`src/rtl/core/hll_pkg.sv`:
```
// Package for the HyperLogLog cardinality sketch.
// Holds the fixed field widths, reset values and fixed-point constants.
// No dependencies.
package hll_pkg;

   localparam int unsigned HASH_W = 64;
   localparam int unsigned CARD_W = 64;
   localparam int unsigned CFG_W  = 4;
   localparam int unsigned RANK_W = 7;
   localparam int unsigned NUM_W  = 96;

   localparam logic [CFG_W-1:0] INDEX_BITS_RST = 4'd10;

   localparam logic [26:0] LN2_Q27 = 27'h58B90BF;

   localparam logic [63:0] ALPHA_N4  = (64'd673 << 32) / 64'd1000;
   localparam logic [63:0] ALPHA_N6  = (64'd697 << 32) / 64'd1000;
   localparam logic [63:0] ALPHA_N8  = (64'd709 << 32) / 64'd1000;
   localparam logic [63:0] ALPHA_N9  = (64'd7213 << 41) / ((64'd10000 << 9) + 64'd10790);
   localparam logic [63:0] ALPHA_N10 = (64'd7213 << 42) / ((64'd10000 << 10) + 64'd10790);
   localparam logic [63:0] ALPHA_N11 = (64'd7213 << 43) / ((64'd10000 << 11) + 64'd10790);
   localparam logic [63:0] ALPHA_N12 = (64'd7213 << 44) / ((64'd10000 << 12) + 64'd10790);
   localparam logic [63:0] ALPHA_N13 = (64'd7213 << 45) / ((64'd10000 << 13) + 64'd10790);
   localparam logic [63:0] ALPHA_N14 = (64'd7213 << 46) / ((64'd10000 << 14) + 64'd10790);
   localparam logic [63:0] ALPHA_N15 = (64'd7213 << 47) / ((64'd10000 << 15) + 64'd10790);
   localparam logic [63:0] ALPHA_N16 = (64'd7213 << 48) / ((64'd10000 << 16) + 64'd10790);

   // Bias correction in Q32 for a given index width.
   function automatic logic [31:0] alpha_q(input logic [4:0] n);
      logic [31:0] a;
      case (n)
         5'd1, 5'd2, 5'd3, 5'd4: a = ALPHA_N4[31:0];
         5'd5, 5'd6:             a = ALPHA_N6[31:0];
         5'd7, 5'd8:             a = ALPHA_N8[31:0];
         5'd9:                   a = ALPHA_N9[31:0];
         5'd10:                  a = ALPHA_N10[31:0];
         5'd11:                  a = ALPHA_N11[31:0];
         5'd12:                  a = ALPHA_N12[31:0];
         5'd13:                  a = ALPHA_N13[31:0];
         5'd14:                  a = ALPHA_N14[31:0];
         5'd15:                  a = ALPHA_N15[31:0];
         default:                a = ALPHA_N16[31:0];
      endcase
      return a;
   endfunction

endpackage

```
`src/rtl/core/hll_div.sv`:
```
// Restoring divider, one quotient bit per cycle, saturating to 64 bits.
// Depends on hll_pkg.
module hll_div #(
   parameter int unsigned DEN_W = 75
) (
   input  logic                       clock,
   input  logic                       reset,
   input  logic                       start,
   input  logic [hll_pkg::NUM_W-1:0]  num,
   input  logic [DEN_W-1:0]           den,
   output logic                       done,
   output logic [hll_pkg::CARD_W-1:0] quot
);

   localparam int unsigned NW    = hll_pkg::NUM_W;
   localparam int unsigned CNT_W = $clog2(NW);

   logic             busy_ff;
   logic             done_ff;
   logic [CNT_W-1:0] cnt_ff;
   logic [NW-1:0]    q_ff;
   logic [DEN_W-1:0] r_ff;
   logic [DEN_W-1:0] den_ff;
   logic [DEN_W:0]   r_sh;
   logic [DEN_W:0]   diff;
   logic             fits;
   logic [DEN_W-1:0] r_in;

   always_comb begin
      r_sh = {r_ff, q_ff[NW-1]};
      diff = r_sh - {1'b0, den_ff};
      fits = (r_sh >= {1'b0, den_ff});
      r_in = fits ? diff[DEN_W-1:0] : r_sh[DEN_W-1:0];
   end

   always_ff @(posedge clock) begin
      if (reset) begin
         busy_ff <= 1'b0;
         done_ff <= 1'b0;
      end else begin
         done_ff <= 1'b0;
         if (start) begin
            busy_ff <= 1'b1;
         end else if (busy_ff && (cnt_ff == CNT_W'(NW - 1))) begin
            busy_ff <= 1'b0;
            done_ff <= 1'b1;
         end
      end
   end

   always_ff @(posedge clock) begin
      if (start) begin
         cnt_ff <= '0;
         q_ff   <= num;
         r_ff   <= '0;
         den_ff <= den;
      end else if (busy_ff) begin
         cnt_ff <= cnt_ff + 1'b1;
         q_ff   <= {q_ff[NW-2:0], fits};
         r_ff   <= r_in;
      end
   end

   assign done = done_ff;
   assign quot = (|q_ff[NW-1:hll_pkg::CARD_W]) ? '1 : q_ff[hll_pkg::CARD_W-1:0];

endmodule

```
`config.mk`:
```
export PLATFORM = sky130hd
export DESIGN_NAME = hll_div
export DESIGN_NICKNAME = d
export VERILOG_FILES = /design/src/rtl/core/hll_pkg.sv /design/src/rtl/core/hll_div.sv
export SDC_FILE = /design/constraint.sdc
export NUM_CORES = 1
export LEC_CHECK = 0
export BUFFER_PORTS_ARGS = -buffer_cell sky130_fd_sc_hd__buf_4
export CAP_MARGIN = 20
export CORE_MARGIN = 1
export CORE_UTILIZATION = 50
export DETAILED_ROUTE_END_ITERATION = 10
export PLACE_DENSITY = 0.79
export SKIP_LAST_GASP = 1
export SLEW_MARGIN = 20
export SYNTH_ARGS = -nofsm -noshare
export SYNTH_HDL_FRONTEND = slang
export SYNTH_SLANG_ARGS = --single-unit
```
`constraint.sdc`:
```
create_clock -name clock -period 3.31 [get_ports clock]
set_input_delay 0.331 -clock clock [delete_from_list [all_inputs] [get_ports clock]]
set_output_delay 0.331 -clock clock [all_outputs]
set_load 0.01 [all_outputs]
```
* Word-level counts from Yosys, hierarchy flattened
Index checks and enable logic that the tools add are counted.
** Word-level totals
- Register bits :: 255
- Bits of input ports :: 174
** Cells by class
- Add/sub/neg operators :: 2
- $lt $le $gt $ge :: 1
- Equal/unequal tests :: 1
- Multiplexer cells :: 7
- Reduce and logical (&&, ||, !) cells :: 5
** Operator list (number)
- 96-bit two-way mux :: 2
- 76-bit by 75-bit >= comparator with 1-bit output :: 1
- 75-bit two-way mux :: 1
- 75-bit subtractor :: 1
- 64-bit two-way mux :: 1
- 32-bit OR reduction :: 1
- 7-bit by 1-bit adder with 7-bit output (second input constant) :: 1
- 7-bit == test (second input constant) :: 1
- 2-bit nonzero test :: 2
- 1-bit two-way mux :: 3
- 2-bit OR reduction :: 1
- 1-bit logical AND :: 1

* Logic depth before layout (Yosys ltp)
- Depth after elaboration :: 4
- Mapped depth :: 15
- Gate-level depth less buffers :: 13

* Worst setup path after synthesis
No wires, ideal clock.
- Kind :: input-to-reg
- From :: input port start
- To :: register q_ff[0], enable pin
- Setup time :: 449 ps
- Data arrival time :: 2742 ps
- Path slack :: 119 ps
- Stages on the path :: 4
- Buffers on the path :: 2
- Cells stage by stage :: clkbuf_1 > nor2_1 > clkbuf_1 > inv_1
** On the way
- Longest elaborated chain between the ends :: 1
** RTL lines
- start, declared :: RTL line hll_div.sv:8 : input logic start,
- 2-bit nonzero test (no source line)
- end signal, assigned :: RTL line hll_div.sv:54 : q_ff <= num;
- end signal, assigned :: RTL line hll_div.sv:59 : q_ff <= {q_ff[NW-2:0], fits};
- end, declared :: RTL line hll_div.sv:21 : logic [NW-1:0] q_ff;
No other way between the ends.
A chain may end at the register's enable or synchronous reset.

* Final worst setup path
- From :: register den_ff[0]
- To :: register r_ff[42]
** On the way
- Longest elaborated chain between the ends :: 2
- Elaborated cells between the ends (all ways) :: 3
- Those cells by class :: add/sub: 1; order compare: 1; mux: 1
** RTL lines
- start, declared :: RTL line hll_div.sv:23 : logic [DEN_W-1:0] den_ff;
- start signal, assigned :: RTL line hll_div.sv:56 : den_ff <= den;
- 75-bit subtractor or 76-bit by 75-bit >= comparator with 1-bit output (tied branches) :: RTL line hll_div.sv:31, hll_div.sv:32
- 75-bit two-way mux (*) :: RTL line hll_div.sv:33 : r_in = fits ? diff[DEN_W-1:0] : r_sh[DEN_W-1:0];
- end signal, assigned :: RTL line hll_div.sv:60 : r_ff <= r_in;
- end, declared :: RTL line hll_div.sv:22 : logic [DEN_W-1:0] r_ff;
Every way passes the cells marked *; elsewhere a longest branch is shown, timed or not.

==> results.txt <==
Yosys warnings -> 0
Cell Area, Synth -> 15500 sq um
R2R Path End -> r_ff[42]
total wire length -> 44.2 mm
first-pass GRT wire length -> 69.2 mm
worst-margin pin slew -> 0.702 ns
fmax -> 303 MHz
Arr. time, crit path -> 3.79 ns
pin count of the biggest net entering global routing -> 73
worst stage delay on the critical path -> 0.38 ns
non-filler cells, final -> 2372
initial antenna violation count -> 1
fraction of layout cells with a size suffix above 1 -> 27.9%
Core Area -> 30600 sq um
register area -> 6820 sq um
critical path class -> reg2reg
H-tree levels -> 1
Worst Setup EP -> r_ff[42]
number of buffers created by CTS -> 28
hold crit path type -> in2reg
most used flip-flop cell after synthesis -> edfxtp_1
DRT Pass-1 Iters -> 8
Die Span Y -> 178 um
Tcrit/Tclk final -> 99.6%
Rel. slew slack -> 53.1%
leak pwr -> 0.00834 uW
initial core utilization -> 50.7%
I/O Buffers -> 238
clk slew on worst S/H paths -> 0.07 ns
DIE AREA -> 31700 sq um
fill count -> 2401
crit start category -> flip-flop
I/O pin count -> 239
GRT Util Overall -> 27.2%
syn_nets -> 1854
R2R setup slack -> 0.01 ns
CTS tree -> built
# DRC -> 1
register bit count reported by yosys -> 255
die width -> 178 um
synth top area cells -> edfxtp_1 33%, dfxtp_1 11%, mux2_2 6.9%, ha_1 6.1%, a21oi_1 4.8%
crit-path cells -> ha_2, fa_2, nand2b_4, a21o_1, a211oi_2, o2111ai_2, a311oi_2, buf_4, buf_4, nor2_1, o21ai_1, xor2_1, mux2i_1, a211oi_1
critical-path maximum fanout -> 3
Vias/cell -> 5.76
PD cells -> 455 nW/um^2
sequential share of the synthesized area -> 43.9%
critical path depth -> 14
final setup fails -> 0
Area Growth Syn to Fin -> 30.2%
Initial DRC Count -> 921
clock tree sinks -> 255
vias in the first global route -> 13.7k
RR Startpoint -> den_ff[0]
area of the multi-input gates -> 8160 sq um
total power -> 9200 uW
area share of the leading cell type in the synthesized netlist -> 33.1%
nets@finish -> 2204
hold slack -> 0.0472 ns
Distinct cells, synth -> 78
Avg Cell Area, Syn -> 9.68 sq um
most used cell, CP -> buf_4
post-layout util -> 66.1%
CP Capture Type -> flip-flop
VDD IR max -> 492 uV
worst-case clock buffer depth -> 3
EDFF count, synth -> 171
gr ovfl total -> 0
Worst Setup SP -> den_ff[0]
Root Driver -> clkbuf_16
final hold viol count -> 0
placed insts -> 2239
Worst Skew -> 0.0235 ns
Detail Route Antenna Nets -> 0
RSZ-0062 raised after global routing -> true
WL/cell -> 18.6 um
Pins Over Slew Limit -> 0
dominant cell type by area after synthesis -> edfxtp_1
total number of vias -> 13.7k
cell family with most CP delay -> compound AO/OA/AOI/OAI gates
worst-skew pair later-pin latency -> 0.58 ns
ys async rst share -> 0%
cell row count -> 64
status -> complete, but fails checks
Routability Congestion -> 0.966
cells after synthesis -> 1603
WP buf/inv -> 2
Crit path required time -> 3.80 ns
minimum clock period -> 3.30 ns
violated checks -> DRC
Reg2Reg Depth -> 14
max_cap viols -> 0
dpl hpwl -> 31.9 mm
Worst path slowest cell -> edfxtp_1
==> metrics by stage <==
step / area, sq um / setup WS (ns) / setup TNS (ns)
global route: 20200 / -0.203 / -1.37
global placement: 18100 / 0.0552 / 0
detailed placement: 18100 / -0.105 / -0.254
floorplan: 15500 / 0.119 / 0
CTS: 19900 / 0.00770 / 0
finish: 20200 / 0.0116 / 0
==> kinds of logic (layout without fill, tap and decap cells) <==
group           count (synthesis)  in the layout  share of synthesized area (%)
mux                           128            128                           9.06
xor+xnor                       70             70                           3.95
fa+ha+maj                      77             77                           6.26
compound gates                412            412                           17.3
other cells                     0              1                              0
flops                         255            255                           43.9
buf+inv                       196            567                           5.09
simple gates                  465            466                           14.5
==> Yosys cell counts (all sizes together) (12+ instances only) <==
library cell and n:
clkbuf 73, edfxtp 171, nand4 36, o21a 12, xor2 27, nand2 111
nor2 155, buf 25, o21ai 79, o31ai 13, a211oi 53, ha 76
o21bai 16, mux2 99, mux2i 29, a21oi 151, xnor2 43, inv 97
nor4 17, nor3 22, a21o 20, dfxtp 84, or3 67
==> state kept, by name (all words and copies together) (netlist names) <==
signal	cells
q_ff	96
den_ff	75
r_ff	75
cnt_ff	7
busy_ff	1
done	1
==> worst register-to-register path: stages (launching register included) <==
cell       delay (ns)
edfxtp_1         0.38
ha_2             0.20
fa_2             0.39
nand2b_4         0.15
a21o_1           0.18
a211oi_2         0.32
o2111ai_2        0.21
a311oi_2         0.33
buf_4            0.18
buf_4            0.11
nor2_1           0.06
o21ai_1          0.19
xor2_1           0.19
mux2i_1          0.11
a211oi_1         0.21
==> how the worst min path moves through the flow <==
| stage | from | endpoint | slack (ns) | cells past startpoint |
|---|---|---|---|---|
| after detailed placement | r_ff[24] | r_ff[24] | 0.46 | 2 |
| after CTS | num[25] | q_ff[25] | 0.04 | 2 |
| after floorplan | reset | busy_ff | 0.40 | 1 |
| final | num[24] | q_ff[24] | 0.05 | 2 |
| after global routing | num[26] | q_ff[26] | 0.04 | 2 |
| after global placement | r_ff[26] | r_ff[26] | 0.46 | 2 |
==> report_power, final <==
group / switching [uW] / internal [uW]
clock network: 1390 / 1950
registers: 159 / 3710
logic: 1070 / 920
total: 2620 / 6580
==> what timing repair did <==
item | CTS | global route
setup buffers | 0 | 3
gates cloned | 0 | 1
resized for setup | 5 | 47
hold endpoints to repair | 77 | 0
pin swaps | 1 | 24
setup endpoints to repair | 12 | 68
hold buffers | 76 | 0
==> final cells by class <==
type,instances,area share [%]
multi-input combinational,1153,40.4
sequential,255,33.8
timing repair buffer,417,16.6
clock buffer,36,4.13
tap,396,2.45
inverter,98,1.83
clock inverter,16,0.867
antenna,1,0.0124
==> routing by layer <==
metal	vias up	wire, um	GRT usage, %
met3	123	2750	5.22
met5	-	0	0
li1	6591	-	-
met2	486	21400	46.8
met1	6474	18000	32.9
met4	0	2050	12.2
==> placed cells by master, fill, tap and decap left out, types with 12 or more instances in the layout <==
master / netlist / routed
a211oi_1: 53 / 50
a21o_1: 20 / 20
a21oi_1: 148 / 142
buf_4: 7 / 337
clkbuf_16: 0 / 31
dfxtp_1: 84 / 83
dlygate4sd3_1: 0 / 76
edfxtp_1: 171 / 171
ha_1: 76 / 72
inv_1: 97 / 96
mux2_2: 95 / 95
mux2i_1: 29 / 29
nand2_1: 109 / 107
nand4_1: 36 / 36
nor2_1: 155 / 152
nor3_1: 21 / 19
nor4_1: 17 / 13
o21a_1: 12 / 12
o21ai_0: 48 / 48
o21ai_1: 29 / 27
o21bai_1: 16 / 16
or3_1: 67 / 67
xnor2_1: 43 / 42
xor2_1: 27 / 27
Power figures use the tool's default switching activity.
