===== src/rtl/core/hll_pkg.sv =====
// Package for the HyperLogLog cardinality sketch.
// Holds the fixed field widths, reset values and fixed-point constants.
// No dependencies.
package hll_pkg;

   localparam int unsigned HASH_W = 64;
   localparam int unsigned CARD_W = 64;
   localparam int unsigned CFG_W  = 4;
   localparam int unsigned RANK_W = 7;
   localparam int unsigned NUM_W  = 96;

   localparam logic [CFG_W-1:0] INDEX_BITS_RST = 4'd10;

   localparam logic [26:0] LN2_Q27 = 27'h58B90BF;

   localparam logic [63:0] ALPHA_N4  = (64'd673 << 32) / 64'd1000;
   localparam logic [63:0] ALPHA_N6  = (64'd697 << 32) / 64'd1000;
   localparam logic [63:0] ALPHA_N8  = (64'd709 << 32) / 64'd1000;
   localparam logic [63:0] ALPHA_N9  = (64'd7213 << 41) / ((64'd10000 << 9) + 64'd10790);
   localparam logic [63:0] ALPHA_N10 = (64'd7213 << 42) / ((64'd10000 << 10) + 64'd10790);
   localparam logic [63:0] ALPHA_N11 = (64'd7213 << 43) / ((64'd10000 << 11) + 64'd10790);
   localparam logic [63:0] ALPHA_N12 = (64'd7213 << 44) / ((64'd10000 << 12) + 64'd10790);
   localparam logic [63:0] ALPHA_N13 = (64'd7213 << 45) / ((64'd10000 << 13) + 64'd10790);
   localparam logic [63:0] ALPHA_N14 = (64'd7213 << 46) / ((64'd10000 << 14) + 64'd10790);
   localparam logic [63:0] ALPHA_N15 = (64'd7213 << 47) / ((64'd10000 << 15) + 64'd10790);
   localparam logic [63:0] ALPHA_N16 = (64'd7213 << 48) / ((64'd10000 << 16) + 64'd10790);

   // Bias correction in Q32 for a given index width.
   function automatic logic [31:0] alpha_q(input logic [4:0] n);
      logic [31:0] a;
      case (n)
         5'd1, 5'd2, 5'd3, 5'd4: a = ALPHA_N4[31:0];
         5'd5, 5'd6:             a = ALPHA_N6[31:0];
         5'd7, 5'd8:             a = ALPHA_N8[31:0];
         5'd9:                   a = ALPHA_N9[31:0];
         5'd10:                  a = ALPHA_N10[31:0];
         5'd11:                  a = ALPHA_N11[31:0];
         5'd12:                  a = ALPHA_N12[31:0];
         5'd13:                  a = ALPHA_N13[31:0];
         5'd14:                  a = ALPHA_N14[31:0];
         5'd15:                  a = ALPHA_N15[31:0];
         default:                a = ALPHA_N16[31:0];
      endcase
      return a;
   endfunction

endpackage


===== src/rtl/core/hll_lin.sv =====
// Linear-counting estimate m*ln(m/z): normalize z, log2 by repeated squaring
// on one shared 32x32 multiplier, then scale by ln2. Depends on hll_pkg.
module hll_lin #(
   parameter int unsigned Z_W = 11
) (
   input  logic                       clock,
   input  logic                       reset,
   input  logic                       start,
   input  logic [4:0]                 n,
   input  logic [Z_W-1:0]             zeros,
   output logic                       done,
   output logic [hll_pkg::CARD_W-1:0] result
);

   typedef enum logic [2:0] {
      L_IDLE, L_NORM, L_MUL, L_FIX, L_FIN1, L_FIN2, L_FIN3
   } lin_state_type;

   lin_state_type state_ff;
   logic          done_ff;
   logic [31:0]   x_ff;
   logic [4:0]    c_ff;
   logic [4:0]    k_ff;
   logic [31:0]   frac_ff;
   logic [63:0]   prod_ff;
   logic [63:0]   neg_ff;
   logic [4:0]    n_ff;
   logic [63:0]   res_ff;

   logic [31:0] mul_a;
   logic [31:0] mul_b;
   logic [63:0] mul_p;
   logic [5:0]  ne;
   logic [33:0] t;
   logic [63:0] diff;
   logic [5:0]  sh;

   always_comb begin
      ne = 6'(n_ff) + 6'(c_ff) - 6'd30;
      t  = prod_ff[63:30];
      diff = {prod_ff[31:0], 32'd0} - neg_ff;
      sh = 6'd59 - 6'(n_ff);
      case (state_ff)
         L_MUL: begin
            mul_a = x_ff;
            mul_b = x_ff;
         end
         L_FIN1: begin
            mul_a = frac_ff;
            mul_b = {5'd0, hll_pkg::LN2_Q27};
         end
         L_FIN2: begin
            mul_a = {26'd0, ne};
            mul_b = {5'd0, hll_pkg::LN2_Q27};
         end
         default: begin
            mul_a = '0;
            mul_b = '0;
         end
      endcase
      mul_p = mul_a * mul_b;
   end

   always_ff @(posedge clock) begin
      if (reset) begin
         state_ff <= L_IDLE;
         done_ff  <= 1'b0;
      end else begin
         done_ff <= 1'b0;
         case (state_ff)
            L_IDLE: begin
               if (start) begin
                  x_ff     <= 32'(zeros);
                  c_ff     <= '0;
                  n_ff     <= n;
                  state_ff <= L_NORM;
               end
            end
            L_NORM: begin
               if (x_ff[30]) begin
                  k_ff     <= '0;
                  frac_ff  <= '0;
                  state_ff <= L_MUL;
               end else begin
                  x_ff <= {x_ff[30:0], 1'b0};
                  c_ff <= c_ff + 1'b1;
               end
            end
            L_MUL: begin
               prod_ff  <= mul_p;
               state_ff <= L_FIX;
            end
            L_FIX: begin
               if (t[31]) begin
                  x_ff    <= t[32:1];
                  frac_ff <= {frac_ff[30:0], 1'b1};
               end else begin
                  x_ff    <= t[31:0];
                  frac_ff <= {frac_ff[30:0], 1'b0};
               end
               k_ff <= k_ff + 1'b1;
               state_ff <= (k_ff == 5'd31) ? L_FIN1 : L_MUL;
            end
            L_FIN1: begin
               prod_ff  <= mul_p;
               state_ff <= L_FIN2;
            end
            L_FIN2: begin
               neg_ff   <= prod_ff;
               prod_ff  <= mul_p;
               state_ff <= L_FIN3;
            end
            L_FIN3: begin
               res_ff   <= diff >> sh;
               done_ff  <= 1'b1;
               state_ff <= L_IDLE;
            end
            default: begin
               state_ff <= L_IDLE;
            end
         endcase
      end
   end

   assign done   = done_ff;
   assign result = res_ff;

endmodule


===== config.mk =====
export PLATFORM = sky130hd
export DESIGN_NAME = hll_lin
export DESIGN_NICKNAME = d
export VERILOG_FILES = /design/src/rtl/core/hll_pkg.sv /design/src/rtl/core/hll_lin.sv
export SDC_FILE = /design/constraint.sdc
export NUM_CORES = 2
export LEC_CHECK = 0
export ABC_AREA = 1
export BUFFER_PORTS_ARGS = -buffer_cell sky130_fd_sc_hd__buf_2
export CAP_MARGIN = 15
export CORE_AREA = 2 2 454 456
export CTS_CLUSTER_DIAMETER = 200
export DETAILED_ROUTE_END_ITERATION = 7
export DIE_AREA = 0 0 456 458
export GPL_TIMING_DRIVEN = 0
export PLACE_DENSITY = 0.47
export SLEW_MARGIN = 15
export SYNTH_ARGS = -nofsm -noshare
export SYNTH_HDL_FRONTEND = slang
export SYNTH_SLANG_ARGS = --single-unit

===== constraint.sdc =====
create_clock -name clock -period 9.41 [get_ports clock]
set_input_delay 1.882 -clock clock [delete_from_list [all_inputs] [get_ports clock]]
set_output_delay 1.882 -clock clock [all_outputs]
set_load 0.01 [all_outputs]

After elaboration in Yosys (flattened, before gate mapping)
Cells that the tools add are included.
{"block": "op_classes", "mux": 19, "order_cmp": 0, "div": 0, "shift": 1, "n_reduce_logical": 15, "add_sub_neg": 6, "n_eq_ne": 10, "bitwise": 1, "n_mul": 1}
{"operator": "32-bit case mux with 3 select lines", "n": 2}
{"operator": "32-bit 2-to-1 mux", "n": 4}
{"operator": "32-bit case mux with 2 select lines", "n": 2}
{"operator": "32-bit by 32-bit multiplier with 64-bit output", "n": 1}
{"operator": "64-bit by 6-bit right shift with 64-bit output", "n": 1}
{"operator": "64-bit subtractor", "n": 1}
{"operator": "5-bit case mux with 2 select lines", "n": 2}
{"operator": "3-bit case mux with 6 select lines", "n": 1}
{"operator": "5-bit 2-to-1 mux", "n": 3}
{"operator": "5-bit by 1-bit adder with 5-bit output (second input constant)", "n": 2}
{"operator": "3-bit equality test (second input constant)", "n": 3}
{"operator": "3-bit 2-to-1 mux", "n": 3}
{"operator": "3-bit AND reduction", "n": 3}
{"operator": "2-bit AND reduction", "n": 4}
{"operator": "4-bit AND reduction", "n": 2}
{"operator": "5-bit by 5-bit adder with 6-bit output", "n": 1}
{"operator": "3-bit by 2-bit equality test with 1-bit output (second input constant)", "n": 2}
{"operator": "2-bit != test (second input constant)", "n": 3}
{"operator": "6-bit by 5-bit subtractor with 6-bit output (first input constant)", "n": 1}
{"operator": "6-bit by 5-bit subtractor with 6-bit output (second input constant)", "n": 1}
{"operator": "5-bit equality test (second input constant)", "n": 1}
{"operator": "2-bit nonzero test", "n": 2}
{"operator": "3-bit by 1-bit equality test with 1-bit output (second input constant)", "n": 1}
{"operator": "3-bit zero test", "n": 1}
{"operator": "other kinds (5)", "n": 6}
{"block": "word_totals", "memories": 0, "ramBits": 0, "output_inout_bits": 65, "regBits": 275, "rom_bits": 0, "latch_bits": 0}

Logic depth before layout (Yosys ltp)
{"block": "logic_depth", "word_depth": 4, "mapped_depth": 43, "mapped_depth_nobuf": 41}

Worst setup path before layout
OpenSTA, ideal clock, no wires.
{"block": "synth_timing", "path_type": "register to register", "start": "register n_ff[1]", "end": "register prod_ff[57], data pin", "t_arrival_ns": 8.104, "setup_slack_ns": 1.044, "path_stages_with_launch": 38, "setup_time_ns": 0.262, "synth_period_minus_slack_ns": 8.366, "n_path_buf": 2, "path_cell_list": "edfxtp_1 > inv_2 > clkbuf_1 > ha_1 > inv_1 > ha_1 > inv_1 > fa_1 > nor2_1 > a211oi_1 > or2_2 > nand3_1 > nand2_1 > inv_1 > buf_2 > nor2_1 > fa_1 > fa_1 > [2 not listed] > fa_1 > inv_1 > fa_1 > inv_1 > fa_1 > inv_1 > fa_1 > fa_1 > ha_1 > a21oi_1 > o21ai_0 > a21oi_1 > nand3_1 > a21boi_1 > o21bai_1 > a21oi_1 > o21ai_1 > xor2_1"}
{"block": "synth_via", "elab_chain_len": 4}
{"element": "start: declaration", "line": "hll_lin.sv:27", "rtl": "logic [4:0] n_ff;"}
{"element": "start signal: assignment", "line": "hll_lin.sv:75", "rtl": "n_ff <= n;"}
{"element": "5-bit by 5-bit adder with 6-bit output", "line": "hll_lin.sv:39", "rtl": "ne = 6'(n_ff) + 6'(c_ff) - 6'd30;"}
{"element": "6-bit by 5-bit subtractor with 6-bit output", "line": "hll_lin.sv:39"}
{"element": "32-bit case mux with 3 select lines", "line": "hll_lin.sv:43", "rtl": "case (state_ff)"}
{"element": "32-bit by 32-bit multiplier with 64-bit output", "line": "hll_lin.sv:61", "rtl": "mul_p = mul_a * mul_b;"}
{"element": "via mul_p[57]", "line": "hll_lin.sv:32", "rtl": "logic [63:0] mul_p;"}
{"element": "end signal: assignment", "line": "hll_lin.sv:90", "rtl": "prod_ff <= mul_p;"}
{"element": "end signal: assignment", "line": "hll_lin.sv:105", "rtl": "prod_ff <= mul_p;"}
{"element": "end signal: assignment", "line": "hll_lin.sv:110", "rtl": "prod_ff <= mul_p;"}
{"element": "end: declaration", "line": "hll_lin.sv:25", "rtl": "logic [63:0] prod_ff;"}
The timed path passes the listed nets, and every way through them passes these cells.
A chain may end at the register's enable or synchronous reset.

Worst setup path in the final report
{"block": "layout_timing", "start": "register state_ff[1]", "end": "register prod_ff[61], data pin"}
{"block": "layout_via", "elab_chain_len": 4, "elab_cells_between_ends": 7, "classes_between": "mul (1); eq/ne (3); mux (2); reduce/logical (1)"}
{"element": "start: declaration", "line": "hll_lin.sv:19", "rtl": "lin_state_type state_ff;"}
{"element": "start signal: assignment", "line": "hll_lin.sv:102", "rtl": "state_ff <= (k_ff == 5'd31) ? L_FIN1 : L_MUL;"}
{"element": "3-bit equality test", "line": "hll_lin.sv:43"}
{"element": "2-bit OR reduction (no line)"}
{"element": "32-bit case mux with 2 select lines", "line": "hll_lin.sv:43"}
{"element": "32-bit by 32-bit multiplier with 64-bit output *", "line": "hll_lin.sv:61"}
{"element": "via mul_p[61]", "line": "hll_lin.sv:32"}
The timed path passes the listed nets; every way through them passes the cells marked *.

==> metrics.yaml <==
sta:
  fin_skew_ns: 0.0396
  fin_crit_sh: 0.989
  max_slew_margin: 0.146
  setup_viol: 0
  finalCriticalPeriod_ns: 9.31
  grt_setup_unrepaired: "true"
  hold_viol: 0
  fmax_ghz: 0.107
  holdWs_ns: 0.506
  final.setup.tns_ns: 0
  finalMaxSlewViolations: 0
  worst_pin_slew_ns: 1.28
critical_path:
  cp-end-kind: "flop"
  critPathMaxStageDelay_ns: 0.95
  worstPathMaxFanout: 10
  slowest_stage: "clkbuf_1"
  worstPathRequired_ns: 9.77
  crit_family: "adder cells"
  critPathArrivalTime_ns: 9.66
  crit_path_start_kind: "flop"
  path_buf_inv: 10
  crit_type: "flop to flop"
  crit_top_cell: "fa_1"
yosys:
  yosysWarnings: 0
  yosysUniqueCellTypes: 56
  synth_edf_count: 271
  synth_cells: 6294
  synth-seq-cells: 275
  async_flop_share: 0
  post_synth.cell_area_avg_um2: 8.05
  synth-main-ff-cell: "edfxtp_1"
  yosysTopAreaCell: "fa_1"
  yosys.area.top_type_share: 0.355
  ys_top_cells_by_count: "1360 x inv_1, 1318 x nand2_1, 897 x fa_1"
  synthTopCellsByArea: "fa_1 35%, edfxtp_1 16%, inv_1 10%, nand2_1 9.8%, ha_1 7.6%"
  yosysMostFrequentCell: "inv_1"
  netlist_area_um2: 50700
  seq_area_frac_synth: 0.162
cts:
  clockBufferDepth: 3
  clock_latency_ns: 0.63
  htreeDepth: 1
  tritoncts: "built"
  clkTransAtPathRegs_ns: 0.06
  root_buffer: "clkbuf_16"
  numCtsBuffers: 31
  cts_sinks: 275
power:
  total_power_mw: 3.82
  pwr_density_cell_nw_per_um2: 67.0
  p_leak_nw: 26.6
  ir_drop_mv: 0.127
floorplan:
  initial_core_util: 0.249
  die_h_um: 458
  die-area_um2: 209000
  fp.coreArea_um2: 204000
  die_x_um: 456
  rows: 166
  pin_count: 84
detailed_routing:
  first_pass_iters: 6
  drc_errors: 0
  drtIter0Drc: 4642
  routed_wl_mm: 233
  viasPerCell: 4.84
  vias: 44600
  wl_per_cell_um: 25.3
  ant_nets: 0
place:
  dp_cells: 9086
  place_hpwl_mm: 195
  numPortBuffers: 82
  gp_congestion: 1.01
global_routing:
  grt_pass1_vias: 45500
  grt_max_degree: 36
  grt_pass1_wl_mm: 332
  gr-usage-all-layers: 0.220
  grt_antenna_before_repair: 9
  overflow: 0
final_layout:
  area_growth_pct: 12.6
  finalNonFillerCells: 9199
  drive_above_1_share: 0.0838
  nets: 7709
flow_run:
  maxCapViolCount: 0
run_status:
  status: "finished clean"
hold_path:
  min_path_type: "flop to flop"
==> metrics by stage <==
step           instance area (µm²)  utilization  setup WS [ns]
4_1_cts                      56300        0.276        -0.0387
3_5_place_dp                 54700        0.268          -1.58
6_report                     57000        0.280          0.101
3_3_place_gp                 54400        0.267          -1.69
2_1_floorplan                50700            -           1.04
5_1_grt                      57000        0.280        -0.0958
==> cell usage in the layout, fill, tap and decap left out, types with 25 or more instances in the layout <==
master | Yosys | layout
nor3_1 | 28 | 25
fa_1 | 897 | 889
clkbuf_2 | 0 | 25
xor2_1 | 69 | 68
clkbuf_16 | 0 | 31
nor2_1 | 691 | 676
inv_1 | 1360 | 1349
nor2_2 | 27 | 33
edfxtp_1 | 271 | 271
ha_1 | 309 | 304
xnor2_1 | 25 | 25
buf_4 | 0 | 70
buf_2 | 78 | 134
a21oi_1 | 111 | 107
nand3_1 | 572 | 569
o21ai_0 | 105 | 101
nand2_1 | 1318 | 1304
clkbuf_1 | 118 | 82
inv_2 | 39 | 36
==> worst reg2reg max path: cells and delay by family, from the launching register on <==
kind	cells	cell delay (ns)
buf+inv	10	1.83
fa+ha+maj	9	4.72
flops	1	0.34
xor+xnor	1	0.14
simple gates	10	1.64
compound gates	2	0.38
==> layer usage <==
metal,up-vias,track usage,part of all wire
met2,2186,0.358,0.46
met4,12,0.116,0.065
met5,-,0,0.00033
met3,564,0.0349,0.074
met1,22300,0.281,0.40
li1,19500,-,-
==> final timing paths <==
kind	start	endpoint	slack [ns]	cells after the start
hold reg to reg	state_ff[0]	state_ff[0]	0.51	1
setup / recovery	state_ff[1]	prod_ff[61]	0.10	32
hold / removal	state_ff[0]	state_ff[0]	0.51	1
setup reg to reg	state_ff[1]	prod_ff[61]	0.10	32
==> flip-flops by register name, summed over array words and instances (netlist names) <==
| signal | cells |
|---|---|
| c_ff | 5 |
| done | 1 |
| k_ff | 5 |
| result | 64 |
| state_ff | 3 |
| x_ff | 32 |
| frac_ff | 32 |
| neg_ff | 64 |
| n_ff | 5 |
| prod_ff | 64 |
==> where the power goes <==
group / internal, mW / total, mW / switching, mW / leakage (nW)
logic: 0.271 / 1.08 / 0.809 / 23.5
clock network: 0.777 / 1.32 / 0.541 / 0.534
registers: 1.39 / 1.42 / 0.0295 / 2.54
total: 2.44 / 3.82 / 1.38 / 26.6
==> area by class of cell <==
cell class	instances	area, µm²
sequential	275	8220
clock inverter	22	307
clock buffer	34	787
antenna	4	10.0
multi-input combinational	4382	36600
fill	22200	147000
tap	2688	3360
timing repair buffer	157	1150
buffer	225	1190
inverter	1412	5360
==> cells by family after synthesis <==
logic type,Yosys count,synth area share
buf+inv,1640,0.124
fa+ha+maj,1206,0.431
mux,2,0.000395
xor+xnor,94,0.0163
simple gates,2717,0.225
other cells,1,0.0000740
compound gates,359,0.0417
flops,275,0.162
==> repair_timing <==
| action | in CTS | in global routing |
|---|---|---|
| pin swaps | 6 | 14 |
| endpoints found under the setup margin | 47 | 34 |
| resized for setup | 123 | 125 |
| buffers inserted | 20 | 36 |
| hold buffers | 0 | 0 |
No activity file was read; power rests on OpenSTA's default activity.
